===== config.mk =====
export PLATFORM = sky130hd
export DESIGN_NAME = osch_front_flat
export DESIGN_NICKNAME = d
export VERILOG_FILES = /design/src/hw/rtl/osch_pkg.sv /design/src/hw/rtl/osch_ifs.sv /design/src/hw/rtl/osch_front.sv /design/src/flat_wrapper.sv
export SDC_FILE = /design/constraint.sdc
export NUM_CORES = 1
export LEC_CHECK = 0
export BUFFER_PORTS_ARGS = -buffer_cell sky130_fd_sc_hd__buf_2
export CAP_MARGIN = 20
export CELL_PAD_IN_SITES_DETAIL_PLACEMENT = 1
export CELL_PAD_IN_SITES_GLOBAL_PLACEMENT = 2
export CORE_MARGIN = 3
export CORE_UTILIZATION = 10
export DETAILED_ROUTE_END_ITERATION = 8
export PLACE_DENSITY_LB_ADDON = 0.1
export SYNTH_ARGS = -nofsm -noshare
export SYNTH_HDL_FRONTEND = slang
export SYNTH_SLANG_ARGS = --single-unit

===== constraint.sdc =====
create_clock -name vclk -period 0.8
set_input_delay 0 -clock vclk [all_inputs]
set_output_delay 0 -clock vclk [all_outputs]
set_load 0.02 [all_outputs]

===== src/hw/rtl/osch_pkg.sv =====
// ----------------------------------------------------------------------------
// osch_pkg
// Shared types, codes and helpers of the oldest-first class-limited scheduler.
// ----------------------------------------------------------------------------
package osch_pkg;

    localparam int ID_W           = 16;
    localparam int CLS_W          = 3;
    localparam int TIME_W         = 32;
    localparam int LIM_W          = 8;
    localparam int CMD_FIFO_DEPTH = 2;

    typedef enum logic [1:0] {
        OP_SUBMIT   = 2'd0,
        OP_GRANT    = 2'd1,
        OP_COMPLETE = 2'd2,
        OP_CANCEL   = 2'd3
    } op_t;

    typedef enum logic [2:0] {
        STS_OK           = 3'd0,
        STS_NOT_FOUND    = 3'd1,
        STS_NONE_ELIGIBLE = 3'd2,
        STS_FULL         = 3'd3,
        STS_INVALID      = 3'd4
    } status_t;

    typedef enum logic [2:0] {
        STG_FREE    = 3'd0,
        STG_QUEUED  = 3'd1,
        STG_RUN     = 3'd2,
        STG_RUN_ADV = 3'd3,
        STG_DONE    = 3'd4
    } rec_stage_t;

    typedef enum logic [1:0] {
        FS_QUEUED  = 2'd0,
        FS_RUNNING = 2'd1,
        FS_DONE    = 2'd2
    } found_stage_t;

    typedef struct packed {
        op_t               op;
        logic [ID_W-1:0]   id;
        logic [CLS_W-1:0]  cls;
        logic [TIME_W-1:0] ctime;
        logic [LIM_W-1:0]  limit;
        logic              bad;
    } cmd_t;

    typedef struct packed {
        status_t           status;
        logic [ID_W-1:0]   id;
        logic [CLS_W-1:0]  cls;
        logic [TIME_W-1:0] ctime;
        found_stage_t      fstage;
        logic              raised;
    } res_t;

    // A new limit counts as raised when it is unlimited or above a finite old one.
    function automatic logic limit_raised(input logic [LIM_W-1:0] old_lim,
                                          input logic [LIM_W-1:0] new_lim);
        return (old_lim != new_lim) &&
               ((new_lim == '0) || ((old_lim != '0) && (new_lim > old_lim)));
    endfunction

endpackage


===== src/hw/rtl/osch_ifs.sv =====
// ----------------------------------------------------------------------------
// osch_ifs
// Request and response channel interfaces with valid/ready handshake.
// ----------------------------------------------------------------------------
interface osch_req_if
    import osch_pkg::*;
();
    logic              valid;
    logic              ready;
    logic [1:0]        op;
    logic [ID_W-1:0]   request_id;
    logic [CLS_W-1:0]  class_id;
    logic [TIME_W-1:0] create_time;
    logic [LIM_W-1:0]  class_limit;

    modport source (output valid, op, request_id, class_id, create_time, class_limit,
                    input ready);
    modport sink   (input valid, op, request_id, class_id, create_time, class_limit,
                    output ready);
endinterface



===== src/hw/rtl/osch_front.sv =====
// ----------------------------------------------------------------------------
// osch_front
// Accepts request beats, decodes the operation and flags malformed submits.
// ----------------------------------------------------------------------------
module osch_front
    import osch_pkg::*;
#(
    parameter int NUM_CLASSES = 8
)
(
    osch_req_if.sink   req,
    output logic       cmd_valid,
    output cmd_t       cmd,
    input  logic       cmd_ready
);

    logic cls_out_of_range;

    assign cls_out_of_range = 32'(req.class_id) >= 32'(NUM_CLASSES);

    always_comb
    begin
        cmd.op    = op_t'(req.op);
        cmd.id    = req.request_id;
        cmd.cls   = req.class_id;
        cmd.ctime = req.create_time;
        cmd.limit = req.class_limit;
        // A submit with zero time or an unknown class is rejected without a table scan.
        cmd.bad   = (op_t'(req.op) == OP_SUBMIT) &&
                    ((req.create_time == '0) || cls_out_of_range);
    end

    assign cmd_valid = req.valid;
    assign req.ready = cmd_ready;

endmodule


===== src/flat_wrapper.sv =====
// flat-port wrapper written by rule: the top's interface ports become plain ports
module osch_front_flat import osch_pkg::*;
#(
    parameter int NUM_CLASSES = 8
)
  (cmd_valid, cmd, cmd_ready, req_valid, req_op, req_request_id, req_class_id, req_create_time, req_class_limit, req_ready);
  osch_req_if req_i ();
  output logic cmd_valid;
  output cmd_t cmd;
  input  logic cmd_ready;
  input wire logic [$bits(req_i.valid)-1:0] req_valid;
  input wire logic [$bits(req_i.op)-1:0] req_op;
  input wire logic [$bits(req_i.request_id)-1:0] req_request_id;
  input wire logic [$bits(req_i.class_id)-1:0] req_class_id;
  input wire logic [$bits(req_i.create_time)-1:0] req_create_time;
  input wire logic [$bits(req_i.class_limit)-1:0] req_class_limit;
  output wire logic [$bits(req_i.ready)-1:0] req_ready;
  assign req_i.valid = req_valid;
  assign req_i.op = req_op;
  assign req_i.request_id = req_request_id;
  assign req_i.class_id = req_class_id;
  assign req_i.create_time = req_create_time;
  assign req_i.class_limit = req_class_limit;
  assign req_ready = req_i.ready;
  osch_front #(.NUM_CLASSES(NUM_CLASSES)) u_core (.req(req_i), .cmd_valid(cmd_valid), .cmd(cmd), .cmd_ready(cmd_ready));
endmodule

# Yosys cells after proc, flatten, opt, wreduce, memory -nomap -nowiden
# Cells that the tools add are included.
# W data, S select, Z words.
dict set report word_totals {
  latch_bits 0
  rom_bits 0
  regBits 0
  memories 0
  out_inout_bits 64
  inputBits 63
  mem_bits_rw 0
}
dict set report classes {
  n_shift 0
  n_addsub 0
  muxes 0
  order_cmp 0
  div 0
  multipliers 0
  bitwise_logic 0
  n_eq_ne 0
  n_reduce_logical 3
}
# op count
set op_table {}
lappend op_table {{$logic_not A32 Y1} 1}
lappend op_table {{$logic_not A2 Y1} 1}
lappend op_table {{$logic_and A1 B1 Y1} 1}

# Logic depth before layout (Yosys ltp)
# Gate-level depths: netlist (run 1).
dict set report depth {
  ltp_word 2
  ltp_mapped 3
}

# Least setup slack after synthesis (run 1)
# No wires, ideal clock.
dict set report synth_timing {
  path_kind {in2out}
  startpoint {in req_create_time[18]}
  endpoint {out cmd[0] (netlist name)}
  path_buffers 0
  slack_ns 0.103
  cell_stages 3
  arrival_time_ns 0.697
  path_cell_list {nor4_1 -> nand3_1 -> nor3_2}
}
# item line
set synth_lines {}
lappend synth_lines {{from (decl)} flat_wrapper.sv:15} ;# input wire logic [$bits(req_i.create_time)-1:0] req_create_time;
lappend synth_lines {{to (decl)} flat_wrapper.sv:9} ;# output cmd_t cmd;

==> flow_metrics.tcl, run 1 <==
set metrics [dict create \
    die_x_um 80.7 \
    synthMuxAreaShare_pct 0 \
    critical_path_class "input pin to output pin" \
    design.seq.count 0 \
    violations "setup timing" \
    run_status "finished, violations left" \
    worstPathMaxFanout 2 \
    cp_num_buf_inv 2 \
    grt_pass1_wl_mm 1.91 \
    num_rows 26 \
    fmax_mhz 1150 \
    grt_usage_pct 3.56 \
    cp-end-kind "output pin" \
    synth_cell_types 8 \
    synth.area.top_cells "buf_4, nor4_1, nor4_2" \
    synth_common_cells "buf_4, nor4_1" \
    first_pass_iters 2 \
    hp-class "input pin to output pin" \
    drt-initial-drc-count 1 \
    fin_util_pct 12.6 \
    initial_core_util_pct 10.7 \
    cpPeakStageDelay_ns 0.27 \
    cellPowerDensity_mw_per_mm2 588 \
    ys.warnings.count 0 \
    syn_area_um2 558 \
    holdBufCountCts 0 \
    crit_required_ns 0.80 \
    nFillCells 660 \
    arrival_ns 0.87 \
    maxCapViolCount 0 \
    synth_simple_gate_area_share_pct 15.2 \
    relSlewSlack_pct 85.4 \
    period_needed_ns 0.871 \
    yosys.area.top_type "buf_4" \
    drcViolationCount 0 \
    netlist_instances 76 \
    antenna_cells 0 \
    min_path_cells 0 \
    setup_viol 1 \
    place_inst 154 \
    fin_tns_setup_ns -0.0709 \
    via_per_inst 2.95 \
    setup_slack_ns -0.0709 \
    floorplan.core_area_mm2 0.00524 \
    first_global_vias 432 \
    io_buffers 69 \
    period_share_pct 109 \
    synth.top_cell.area_share_pct 84.8 \
    syn-num-nets 139 \
    slowest_stage "nor4_4" \
    grt_antenna_before_repair 0 \
    max_slew.worst_pin.slew_ns 0.218 \
    ant_nets 0 \
    n_clock_buffer 0 \
    synth-seq-area-share_pct 0 \
    slew_viol_final 0 \
    synth_top_family_by_area "buffers and inverters" \
    crit_path_cell_trace "buf_2 -> nor4_4 -> nand3_1 -> nor3_2 -> buf_4" \
    startpoint_type "input pin" \
    overflow 0 \
    grt_max_degree 3 \
    p_leak_nw 0.307 \
    vdd_ir_drop_max_uv 85.0 \
    stdcell_count 153 \
    synth_fa_ha_area_share_pct 0 \
    drive_above_1_share_pct 95.2 \
    ios 127 \
    layout.nets 148 \
    fin_hold_ws_ns 0.00000778 \
    synth_compound_area_share_pct 0 \
    num_vias 451 \
    die_h_um 80.7 \
    areaGrowthSynthToFinish_pct 17.9 \
    dieArea_mm2 0.00651 \
    regArea_um2 0 \
    finalHoldViolCount 0 \
    crit_cells 5 \
    routed_wl_mm 1.55 \
    synth_xor_area_share_pct 0 \
    cp_top_family "simple AND/OR/NAND/NOR gates" \
    rsz0062_at_grt "true" \
    wl_per_cell_um 10.1 \
    post_cts_buffers 0 \
    synth_most_common_cell "buf_4" \
    gp_congestion 0.596 \
    synth_area_per_cell_um2 7.34 \
    place_ws_ns -0.339 \
]
==> area by class of cell <==
cell class | count | area [um^2] | area share, %
multi-input cells | 13 | 190 | 28.9
well taps | 70 | 87.6 | 13.3
repair buffers | 70 | 380 | 57.8
==> cells in the final DEF (no fill, tap or decap) <==
cell type and count:
nor4_4 7, nand4_1 1, buf_4 2, nand3_1 1, nor2_1 1, nor3_2 1
nor4_2 1, buf_6 4, buf_2 64, nand2_1 1
==> worst paths after layout <==
path | end | startpoint | slack, ns
max | cmd[0] | req_create_time[18] | -0.07
min | cmd[42] | req_class_id[1] | 0.000008
==> kinds of logic after synthesis <==
family,Yosys count
buf+inv,63
simple gates,13
==> timing repair <==
action,4_1_cts,5_1_grt
setup endpoints to repair,1,1
gates resized for setup,10,10
pin swaps,4,5
cloned,0,0
==> report_power, final <==
part | internal, mW | leakage [nW] | switching [mW]
Combinational | 0.153 | 0.307 | 0.234
Clock | 0 | 0 | 0
Sequential | 0 | 0 | 0
Total | 0.153 | 0.307 | 0.234
==> metrics by stage <==
step           total power, mW  area (um^2)
6_report                 0.387          658
5_1_grt                  0.411          658
4_1_cts                  0.359          592
3_5_place_dp             0.328          533
3_3_place_gp             0.334          533
2_1_floorplan            0.469          558
==> per-layer routing <==
layer	share of wire (%)	vias to the layer above	track usage, %
met1	27	191	3.25
met4	0.65	0	0.676
met2	49	56	7.70
li1	-	200	-
met5	0	-	0
met3	23	4	0.897
No activity file was read; power rests on OpenSTA's default activity.
==> run 2, diff against run 1 <==
Settings changed: SETUP_SLACK_MARGIN set to 0.02.
Clock period 0.8 ns to 0.99 ns, I/O delays scaled along.
==> flow_metrics.tcl, run 2 (synthesized netlist as in run 1, its figures left out) <==
set metrics [dict create \
    wl_per_cell_um 9.38 \
    crit_cells 5 \
    holdBufCountCts 0 \
    period_needed_ns 0.890 \
    switchingPower_mw 0.171 \
    areaGrowthSynthToFinish_pct 8.07 \
    period_share_pct 89.9 \
    multi_input_area_um2 136 \
    cp-end-kind "output pin" \
    via_per_inst 2.95 \
    run_status "finished clean" \
    die_x_um 80.7 \
    fin_tns_setup_ns 0 \
    finalInstanceArea_um2 603 \
    grt_usage_pct 3.40 \
    p_seq_share_pct 0 \
    fmax_mhz 1120 \
    power_mw 0.289 \
    switching_share_pct 59.1 \
    vdd_ir_drop_max_uv 90.2 \
    rsz0062_at_grt "false" \
    slew_viol_final 0 \
    relSlewSlack_pct 82.6 \
    die_h_um 80.7 \
    num_rows 26 \
    cp_top_family "simple AND/OR/NAND/NOR gates" \
    crit_required_ns 0.99 \
    drive_above_1_share_pct 91.5 \
    grt_pass1_wl_mm 1.84 \
    min_path_cells 0 \
    setup_slack_ns 0.100 \
    finalHoldViolCount 0 \
    cpPeakStageDelay_ns 0.29 \
    overflow 0 \
    crit_path_cell_trace "buf_2 -> nor4_1 -> nand3_1 -> nor3_2 -> buf_4" \
    slowest_stage "nor4_1" \
    ios 127 \
    dieArea_mm2 0.00651 \
    worstHoldStart "req_class_limit[4]" \
    final_common_cell "buf_2" \
    cellPowerDensity_mw_per_mm2 479 \
    most-common-layout-cells "buf_2, buf_6, nor4_4, nor4_1, nor4_2" \
    n_clock_buffer 0 \
    first_pass_iters 1 \
    gp_congestion 0.594 \
    stdcell_count 152 \
    arrival_ns 0.89 \
    drt-initial-drc-count 0 \
    worstPathMaxFanout 2 \
    dpl-instance-area_um2 526 \
    min_to "cmd[5]" \
    antenna_cells 0 \
    regArea_um2 0 \
    floorplan.core_area_mm2 0.00524 \
    ant_nets 0 \
    routed_wl_mm 1.43 \
    io_buffers 69 \
    place_ws_ns -0.0940 \
    fin_hold_ws_ns 0.00000776 \
    intPower_mw 0.118 \
    cp_num_buf_inv 2 \
    layout.nets 147 \
    clockPowerShare_pct 0 \
    p_comb_share_pct 100.0 \
    grt_max_degree 3 \
    max_slew.worst_pin.slew_ns 0.258 \
    design.seq.count 0 \
    p_leak_nw 0.297 \
    hp-class "input pin to output pin" \
    maxCapViolCount 0 \
    grt_antenna_before_repair 0 \
    setup_viol 0 \
    place_inst 153 \
    drcViolationCount 0 \
    first_global_vias 440 \
    critical_path_class "input pin to output pin" \
    num_vias 448 \
    startpoint_type "input pin" \
    initial_core_util_pct 10.7 \
    nFillCells 662 \
    fin_util_pct 11.5 \
]
## run 2: changes by cell type in the layout (fill, tap and decap cells not counted)
| cell | before | now |
|---|---|---|
| nor4_4 | 7 | 3 |
| nor4_1 | 0 | 3 |
| buf_2 | 64 | 63 |
| buf_4 | 2 | 1 |
| buf_6 | 4 | 5 |
| nor4_2 | 1 | 2 |
## run 2: power groups by stage
stage,Combinational (mW),Sequential (mW),Clock [mW]
6_report,0.289,0,0
5_1_grt,0.310,0,0
4_1_cts,0.287,0,0
3_5_place_dp,0.262,0,0
3_3_place_gp,0.267,0,0
2_1_floorplan,0.379,0,0
## run 2: cell type report
type	count	share of cell area (%)
tap	70	14.5
timing repair buffer	69	62.9
multi-input combinational	13	22.6
## run 2: worst max-delay path by stage
stage | start | to
3_3_place_gp | req_create_time[3] | cmd[0]
6_report | req_create_time[18] | cmd[0]
4_1_cts | req_op[0] | cmd[0]
3_5_place_dp | req_create_time[3] | cmd[0]
2_1_floorplan | req_create_time[18] | cmd[0]
5_1_grt | req_create_time[15] | cmd[0]
## run 2: repair_timing
item	CTS	global route
gates resized for setup	11	2
setup endpoints to repair	1	1
pin swaps	5	2
buffers inserted	0	0
## run 2: routing by layer
metal	up-vias	global-route usage (%)	wire length, um
met1	188	3.11	379
met2	58	7.20	693
met4	0	0.676	10
li1	198	-	-
met5	-	0	0
met3	4	1.01	341
