<file path="config.mk">
export PLATFORM = sky130hd
export DESIGN_NAME = osch_cmd_fifo
export DESIGN_NICKNAME = d
export VERILOG_FILES = /design/src/hw/rtl/osch_pkg.sv /design/src/hw/rtl/osch_cmd_fifo.sv
export SDC_FILE = /design/constraint.sdc
export NUM_CORES = 1
export LEC_CHECK = 0
export BUFFER_PORTS_ARGS = -buffer_cell sky130_fd_sc_hd__buf_2
export CORE_ASPECT_RATIO = 0.8
export CORE_MARGIN = 2
export CORE_UTILIZATION = 45
export DETAILED_ROUTE_END_ITERATION = 10
export HOLD_SLACK_MARGIN = 0.03
export PLACE_DENSITY = 0.7
export SLEW_MARGIN = 5
export SYNTH_ARGS = -nofsm -noshare
export SYNTH_HDL_FRONTEND = slang
export SYNTH_SLANG_ARGS = --single-unit
</file>
<file path="constraint.sdc">
create_clock -name clk -period 5.2 [get_ports clk]
set_input_delay 1.04 -clock clk [delete_from_list [all_inputs] [get_ports clk]]
set_output_delay 1.04 -clock clk [all_outputs]
set_load 0.005 [all_outputs]
</file>
<file path="src/hw/rtl/osch_pkg.sv">
// ----------------------------------------------------------------------------
// osch_pkg
// Shared types, codes and helpers of the oldest-first class-limited scheduler.
// ----------------------------------------------------------------------------
package osch_pkg;

    localparam int ID_W           = 16;
    localparam int CLS_W          = 3;
    localparam int TIME_W         = 32;
    localparam int LIM_W          = 8;
    localparam int CMD_FIFO_DEPTH = 2;

    typedef enum logic [1:0] {
        OP_SUBMIT   = 2'd0,
        OP_GRANT    = 2'd1,
        OP_COMPLETE = 2'd2,
        OP_CANCEL   = 2'd3
    } op_t;

    typedef enum logic [2:0] {
        STS_OK           = 3'd0,
        STS_NOT_FOUND    = 3'd1,
        STS_NONE_ELIGIBLE = 3'd2,
        STS_FULL         = 3'd3,
        STS_INVALID      = 3'd4
    } status_t;

    typedef enum logic [2:0] {
        STG_FREE    = 3'd0,
        STG_QUEUED  = 3'd1,
        STG_RUN     = 3'd2,
        STG_RUN_ADV = 3'd3,
        STG_DONE    = 3'd4
    } rec_stage_t;

    typedef enum logic [1:0] {
        FS_QUEUED  = 2'd0,
        FS_RUNNING = 2'd1,
        FS_DONE    = 2'd2
    } found_stage_t;

    typedef struct packed {
        op_t               op;
        logic [ID_W-1:0]   id;
        logic [CLS_W-1:0]  cls;
        logic [TIME_W-1:0] ctime;
        logic [LIM_W-1:0]  limit;
        logic              bad;
    } cmd_t;

    typedef struct packed {
        status_t           status;
        logic [ID_W-1:0]   id;
        logic [CLS_W-1:0]  cls;
        logic [TIME_W-1:0] ctime;
        found_stage_t      fstage;
        logic              raised;
    } res_t;

    // A new limit counts as raised when it is unlimited or above a finite old one.
    function automatic logic limit_raised(input logic [LIM_W-1:0] old_lim,
                                          input logic [LIM_W-1:0] new_lim);
        return (old_lim != new_lim) &&
               ((new_lim == '0) || ((old_lim != '0) && (new_lim > old_lim)));
    endfunction

endpackage

</file>
<file path="src/hw/rtl/osch_cmd_fifo.sv">
// ----------------------------------------------------------------------------
// osch_cmd_fifo
// Short command queue between the front and the back.
// ----------------------------------------------------------------------------
module osch_cmd_fifo
    import osch_pkg::*;
(
    input  logic clk,
    input  logic rst_n,
    input  logic push_valid,
    output logic push_ready,
    input  cmd_t push_data,
    output logic pop_valid,
    input  logic pop_ready,
    output cmd_t pop_data
);

    localparam int PW = $clog2(CMD_FIFO_DEPTH);
    localparam int CW = $clog2(CMD_FIFO_DEPTH + 1);

    cmd_t          mem [CMD_FIFO_DEPTH];
    logic [PW-1:0] wr_ptr_reg, wr_ptr_next;
    logic [PW-1:0] rd_ptr_reg, rd_ptr_next;
    logic [CW-1:0] count_reg, count_next;
    logic          do_push, do_pop;

    assign push_ready = count_reg != CW'(CMD_FIFO_DEPTH);
    assign pop_valid  = count_reg != '0;
    assign pop_data   = mem[rd_ptr_reg];
    assign do_push    = push_valid && push_ready;
    assign do_pop     = pop_valid && pop_ready;

    always_comb
    begin
        wr_ptr_next = wr_ptr_reg;
        rd_ptr_next = rd_ptr_reg;
        count_next  = count_reg;
        if (do_push)
        begin
            wr_ptr_next = (wr_ptr_reg == PW'(CMD_FIFO_DEPTH - 1)) ? '0 : wr_ptr_reg + PW'(1);
        end
        if (do_pop)
        begin
            rd_ptr_next = (rd_ptr_reg == PW'(CMD_FIFO_DEPTH - 1)) ? '0 : rd_ptr_reg + PW'(1);
        end
        if (do_push && !do_pop)
        begin
            count_next = count_reg + CW'(1);
        end
        else if (do_pop && !do_push)
        begin
            count_next = count_reg - CW'(1);
        end
    end

    always_ff @(posedge clk or negedge rst_n)
    begin
        if (!rst_n)
        begin
            wr_ptr_reg <= '0;
            rd_ptr_reg <= '0;
            count_reg  <= '0;
        end
        else
        begin
            wr_ptr_reg <= wr_ptr_next;
            rd_ptr_reg <= rd_ptr_next;
            count_reg  <= count_next;
        end
    end

    always_ff @(posedge clk)
    begin
        if (do_push)
        begin
            mem[wr_ptr_reg] <= push_data;
        end
    end

endmodule

</file>
; ---- Yosys cells after proc, flatten, opt, wreduce, memory -nomap -nowiden
; Memories as Yosys holds them, arrays and structs flattened.
; Index checks and enable logic that the tools add are counted.
[totals]
latchBits = 0
in_bits = 66
mem_bits_rw = 124
n_memories = 1
reg_bits = 4
romBits = 0
[memory_table]
columns = name, depth, word_bits, read_ports, rd_ports_with_merged_regs, wr, line_no
row1 = mem, 2, 62, 1, 0, 1, osch_cmd_fifo.sv:21  ; cmd_t mem [CMD_FIFO_DEPTH];
[classes]
mux = 6
multipliers = 0
eq_ne = 1
bitwise = 0
magnitude_cmp = 0
shift = 0
n_reduce_logical = 8
n_addsub = 4
div_mod_pow = 0
[op_table]
columns = op, count
row1 = $logic_and 1x1->1, 4
row2 = $mux 1, 4
row3 = $mux 2, 2
row4 = $reduce_bool 2->1, 2
row5 = $add 1x1->1 const B, 2
row6 = $add 2x1->2 const B, 1
row7 = $logic_not 1->1, 2
row8 = $ne 2x2->1 const B, 1
row9 = $sub 2x1->2 const B, 1

; ---- Depth between registers and ports, before layout
; Gate-level depths: netlist of the first run.
[depth]
ltp_word = 6
mapped_depth = 7

; ---- Worst setup path before layout of the first run
; OpenSTA, ideal clock, no wires.
[synth_path]
path_type = in2reg
from = in push_valid
to = mem mem[0][0] in the netlist's numbering, enable pin
t_required_ps = 4718
slack_ps = 995
n_path_buf = 0
path_stages = 2
setup_time_ps = 482
arrival_ps = 3723
path_cell_list = nand2_1 > nor2_1
[synth_via]
elab_chain_len = 3
[synth_rtl]
columns = element, line_no
row1 = "start, declared", osch_cmd_fifo.sv:10  ; input logic push_valid,
row2 = $logic_and 1x1->1, osch_cmd_fifo.sv:30  ; assign do_push = push_valid && push_ready;
row3 = $mux 1, osch_cmd_fifo.sv:74  ; if (do_push)
row4 = $mux 1 (implied by the code), osch_cmd_fifo.sv:76  ; mem[wr_ptr_reg] <= push_data;
row5 = "end, declared", osch_cmd_fifo.sv:21
; Every way passes these cells.

==> results.toml, run 1 <==
[status]
status = "complete, no violations"

[floorplan]
fp.dieW_um = 121.5
fp.dieH_um = 97.99
fp.coreArea_sq_um = 10810
dieArea_sq_um = 11900
initial_utilization_pct = 45.98
num_rows = 34
io_pins = 130

[placed_design]
io_buffers = 129
routabilityCongestion = 0.6641
hpwlAfterDp_um = 5200

[synth]
postSynthNetCount = 278
async_flop_share_pct = 3.125
syn_area_sq_um = 4969
synth-simple-area-share_pct = 0.6799
avgSynthCellArea_sq_um = 23.55
netlist_instances = 211
synthFlopType = "edfxtp_1"
yosysWarningCount = 0
synth_compound_area_share_pct = 0
synth_edf_count = 124
synth.distinct_cells = 15
yosysTopAreaCell = "edfxtp_1"
synth-xor-area-share_pct = 0.8814
ys_top_cells_by_area = "edfxtp_1 75%, mux2_4 18%, buf_12 2.4%"
synth_adder_area_share_pct = 0.2518
ys_ff_latch = 128
synth_mux_area_share_pct = 18.51
seq_area_frac_synth_pct = 76.96
synth_top_family_by_area = "multiplexers"
synth_top_area_share_pct = 74.94

[global_routing]
grt_pass1_vias = 2425
grt.total_usage_pct = 14.01
grt_pass1_wl_um = 12210
grt_max_degree = 44
overflow = 0
antenna_found_initial = 0

[routing]
drt_iter0_markers = 143
vias_per_cell = 4.633
antenna_left = 0
vias = 2372
drcViolationCount = 0
drt_pass1_iterations = 4
wl_um = 8054
avgRoutedWirePerCell_um = 15.73

[power]
switchingPower_uw = 954.8
sw_frac_of_total_pct = 26.31
p_per_area_nw_per_um2 = 578.9
power.share.sequential_pct = 43.2
p_leak_nw = 2.540
peakVddDrop_v = 0.0004367
clock_power_share_pct = 30.9
p_int_mw = 2.674
combPwrFrac_pct = 25.9

[critical_path]
r2r_end = "mem[0][36]"
endpoint_kind = "primary output"
critPathRequiredTime_ns = 4.16
start_kind = "flip-flop"
worstSetupPathType = "flip-flop to primary output"
rr_startpoint = "count_reg[0]"
r2r_setup_slack_ns = 2.76
cp_max_fo = 43
crit_arrival_ns = 2.36
reg2regPathDepth = 4

[timing]
min_period_ns = 3.405
period_share_pct = 65.47
setup_tns_ns = 0
max_clock_freq_mhz = 293.7
tightestPinTransition_ns = 1.141
maxSlewViolCount = 0
hold_viol_final = 0
slew_headroom_pct = 23.72
fin_skew_ns = 0.006725
rsz0062_at_grt = "no"
setup-violations-final = 0

[clocking]
cts_sinks = 128
clkSlewWorstSetupHoldPaths_ns = 0.05
cts_tree = "built"
cts_setup_buffers = 0
clk_latency_ns = 0.40
cts_hold_buf = 0
clockRootBuffer = "clkbuf_16"
numCtsBuffers = 17
post_cts_resized = 0
clk_path_buf_depth = 2
cts.htree.levels = 4

[layout]
drive_above_1_share_pct = 61.41
fill_cells = 828
diodes = 0
largest_reg_flops = 124
multi_input_area_sq_um = 1018
fin_util_pct = 58.01
regArea_sq_um = 3827
nets = 422
area_growth_pct = 26.16

[run]
cap_violations = 0

[worst_hold_path]
min_path_type = "input port to async pin"
power groups by stage:
stage / Clock, mW / Combinational (mW) / Sequential [mW]
floorplan: 0 / 0.786 / 1.50
global placement: 0 / 0.943 / 1.58
detailed placement: 0 / 0.957 / 1.59
CTS: 1.14 / 0.961 / 1.57
global route: 1.19 / 1.01 / 1.60
finish: 1.12 / 0.940 / 1.57
worst max-delay path: stages, from the launching register on:
cell and delay (ns):
dfrtp_4 0.95, buf_4 0.50, mux2_2 0.38, buf_2 0.12
how the worst max path moves through the flow:
stage	from	endpoint	slack [ns]
3_3_place_gp	rd_ptr_reg	pop_data[41]	2.19
6_report	rd_ptr_reg	pop_data[41]	1.80
4_1_cts	rd_ptr_reg	pop_data[41]	1.74
2_1_floorplan	push_valid	mem[0][0]	1.0
3_5_place_dp	push_valid	mem[0][12]	2.14
5_1_grt	rd_ptr_reg	pop_data[41]	1.67
final cells by class:
type	instances	area share, %
clock buffers	17	6.786
clock inverters	15	2.315
inverters	1	0.05988
multi-input cells	75	16.25
flip-flops and latches	128	61.06
well taps	144	2.874
repair buffers	132	10.66
metal layers:
layer / part of all wire, % / wire, um / vias to the layer above / global-route usage [%]
li1: - / - / 1121 / -
met1: 44 / 3538 / 1150 / 18.41
met2: 47 / 3785 / 92 / 20.74
met3: 8.0 / 643 / 9 / 5.607
met4: 1.1 / 87 / 0 / 6.101
met5: 0 / 0 / - / 0
cells by family (layout without fill, tap and decap cells):
group | Yosys count | in the layout
flip-flops | 128 | 128
multiplexers | 62 | 62
buffers and inverters | 8 | 165
AND/OR/NAND/NOR | 7 | 7
XOR/XNOR | 5 | 5
adder cells (fa/ha/maj) | 1 | 1
synth_stat cells, types with 2 or more instances:
cell type,count
dfrtp_1,4
xor2_1,2
buf_12,6
nor2_1,2
edfxtp_1,124
mux2_2,3
mux2_4,59
nand2_1,2
xnor2_1,3
per-stage QoR:
step	area (sq um)	cells	worst slack, ns	power (mW)	hold WS (ns)
2_1_floorplan	4969	211	0.9953	2.281	0.4564
3_3_place_gp	5698	480	2.189	2.525	0.4711
3_5_place_dp	5698	480	2.138	2.552	0.4833
4_1_cts	6269	512	1.743	3.680	0.4218
5_1_grt	6269	512	1.674	3.806	0.4293
6_report	6269	512	1.795	3.629	0.4374
cell usage in the layout (no fill, tap or decap), drive strengths merged:
cell type and n:
xnor2 3, nand2b 1, clkinv 10, edfxtp 124
inv 2, clkbuf 17, clkinvlp 2, bufinv 2
nand2 2, or2 1, nor2 2, and3 1
ha 1, mux2 62, buf 132, dfrtp 4
xor2 2
Power figures use the tool's default switching activity.
==> run 2, diff against run 1 <==
==> constraint.sdc (replaced) <==
create_clock -name clk -period 3.4 [get_ports clk]
set_input_delay 0.68 -clock clk [delete_from_list [all_inputs] [get_ports clk]]
set_output_delay 0.68 -clock clk [all_outputs]
set_load 0.005 [all_outputs]
==> run 2 against run 1 <==
  * Core utilization shrank 0.23 points
  * Final cell count grew 0.59%
  * Hold slack lost 0.35 ns
  * Highest routed layer unchanged
  * Count of clock-buffer cells in the layout grew 6
  * Critical path type unchanged
==> results.toml, run 2 (synthesis gave the netlist of run 1 again) <==
[routing]
avgRoutedWirePerCell_um = 15.71
vias = 2381
drt_iter0_markers = 164
route.met3.wl_um = 584
vias_per_cell = 4.623
wl_met1_um = 3440
antenna_left = 0
wl_um = 8090
wl_met2_um = 3954
drt_pass1_iterations = 4
drcViolationCount = 0
topRoutingLayerUsed = "met4"

[power]
switchingPower_mw = 1.406
sw_frac_of_total_pct = 25.87
power.share.sequential_pct = 43.7
p_leak_nw = 2.528
combPwrFrac_pct = 27.4
p_int_mw = 4.029
peakVddDrop_v = 0.0005383
p_per_area_nw_per_um2 = 870.5
clock_power_share_pct = 29.0

[critical_path]
crit_cells = 3
reg2regPathDepth = 3
cp.buffers_inverters = 2
crit_chain = "buf_4 -> mux2_4 -> buf_2"
crit_family = "flip-flops"
rr_startpoint = "count_reg[0]"
cp_max_fo = 34
critPathRequiredTime_ns = 2.72
r2r_setup_slack_ns = 1.55
r2r_end = "mem[1][50]"
cp-startpoint = "rd_ptr_reg"
endpoint_kind = "primary output"
crit_arrival_ns = 2.05
crit_path_max_incr_delay_ns = 0.85
slowest_stage = "dfrtp_4"
start_kind = "flip-flop"
worstSetupPathType = "flip-flop to primary output"

[placed_design]
dpl_cell_area_sq_um = 5725
hpwlAfterDp_um = 5160
routabilityCongestion = 0.6997
dp.cells = 482
io_buffers = 129

[global_routing]
grt_pass1_wl_um = 12590
grt_max_degree = 63
grt_pass1_vias = 2554
grt.total_usage_pct = 14.45
overflow = 0
antenna_found_initial = 1

[floorplan]
initial_utilization_pct = 45.98
fp.dieW_um = 121.5
dieArea_sq_um = 11900
fp.coreArea_sq_um = 10810
num_rows = 34
io_pins = 130
fp.dieH_um = 97.99

[clocking]
clockRootBuffer = "clkbuf_16"
cts_sinks = 128
cts_setup_buffers = 0
numCtsBuffers = 17
post_cts_resized = 0
clk_path_buf_depth = 2
clkSlewWorstSetupHoldPaths_ns = 0.05
cts.htree.levels = 4
cts_tree = "built"
cts_hold_buf = 0
clk_latency_ns = 0.40

[layout]
drive_above_1_share_pct = 59.73
fin_util_pct = 57.78
fin_area_sq_um = 6243
largest_reg_flops = 124
final_common_cell = "buf_2"
fill_cells = 868
final_cells = 515
area_growth_pct = 25.66
nets = 424
layout_common_cells = "129 x buf_2, 124 x edfxtp_1, 59 x mux2_4"

[timing]
max_clock_freq_mhz = 366.0
setup-violations-final = 0
setup_tns_ns = 0
min_period_ns = 2.732
period_share_pct = 80.35
hold_viol_final = 0
slew_headroom_pct = 43.57
fin_skew_ns = 0.006993
rsz0062_at_grt = "no"
maxSlewViolCount = 0
tightestPinTransition_ns = 0.8464

[run]
cap_violations = 0

[worst_hold_path]
min_path_type = "input port to async pin"

[status]
status = "complete, no violations"
-- run 2: stage by stage --
step	hold WS [ns]	setup WS (ns)	total power, mW
2_1_floorplan	0.3844	0.5916	3.482
3_3_place_gp	0.4821	1.070	3.898
3_5_place_dp	0.4926	1.068	3.928
4_1_cts	0.06631	0.6238	5.524
5_1_grt	0.06594	0.5585	5.718
6_report	0.08533	0.6679	5.435
-- run 2: worst max path at each step --
| stage | slack (ns) | end |
|---|---|---|
| floorplan | 0.59 | mem[0][0] |
| global placement | 1.07 | pop_data[15] |
| detailed placement | 1.07 | pop_data[40] |
| CTS | 0.62 | pop_data[40] |
| global route | 0.56 | pop_data[40] |
| finish | 0.67 | pop_data[40] |
-- run 2: power by group through the flow --
stage                     clock [mW]  combinational [mW]  sequential (mW)
after global placement             0                1.50             2.40
after CTS                       1.62                1.52             2.38
after detailed placement           0                1.52             2.41
after global routing            1.69                1.61             2.42
final                           1.57                1.49             2.37
after floorplan                    0                1.20             2.28
-- run 2: routing by layer --
metal  track usage (%)  up-vias
met5                 0        -
met4             6.631        0
met3             6.250       11
met2             22.43       81
met1             17.55     1163
li1                  -     1126
-- run 2: worst register-to-register path, stage by stage, from the launching register on --
cell	delay, ns
dfrtp_1	0.42
nand2b_1	0.17
and3_2	0.18
buf_4	0.66
-- run 2: layout make-up --
type | count | area [sq um] | area share [%]
Sequential cell | 128 | 3827 | 61.30
Multi-Input combinational cell | 75 | 1018 | 16.31
Timing Repair Buffer | 134 | 695.7 | 11.14
Clock buffer | 23 | 447.9 | 7.174
Tap cell | 144 | 180.2 | 2.886
Clock inverter | 9 | 67.56 | 1.082
Inverter | 1 | 3.754 | 0.06012
Antenna cell | 1 | 2.502 | 0.04008
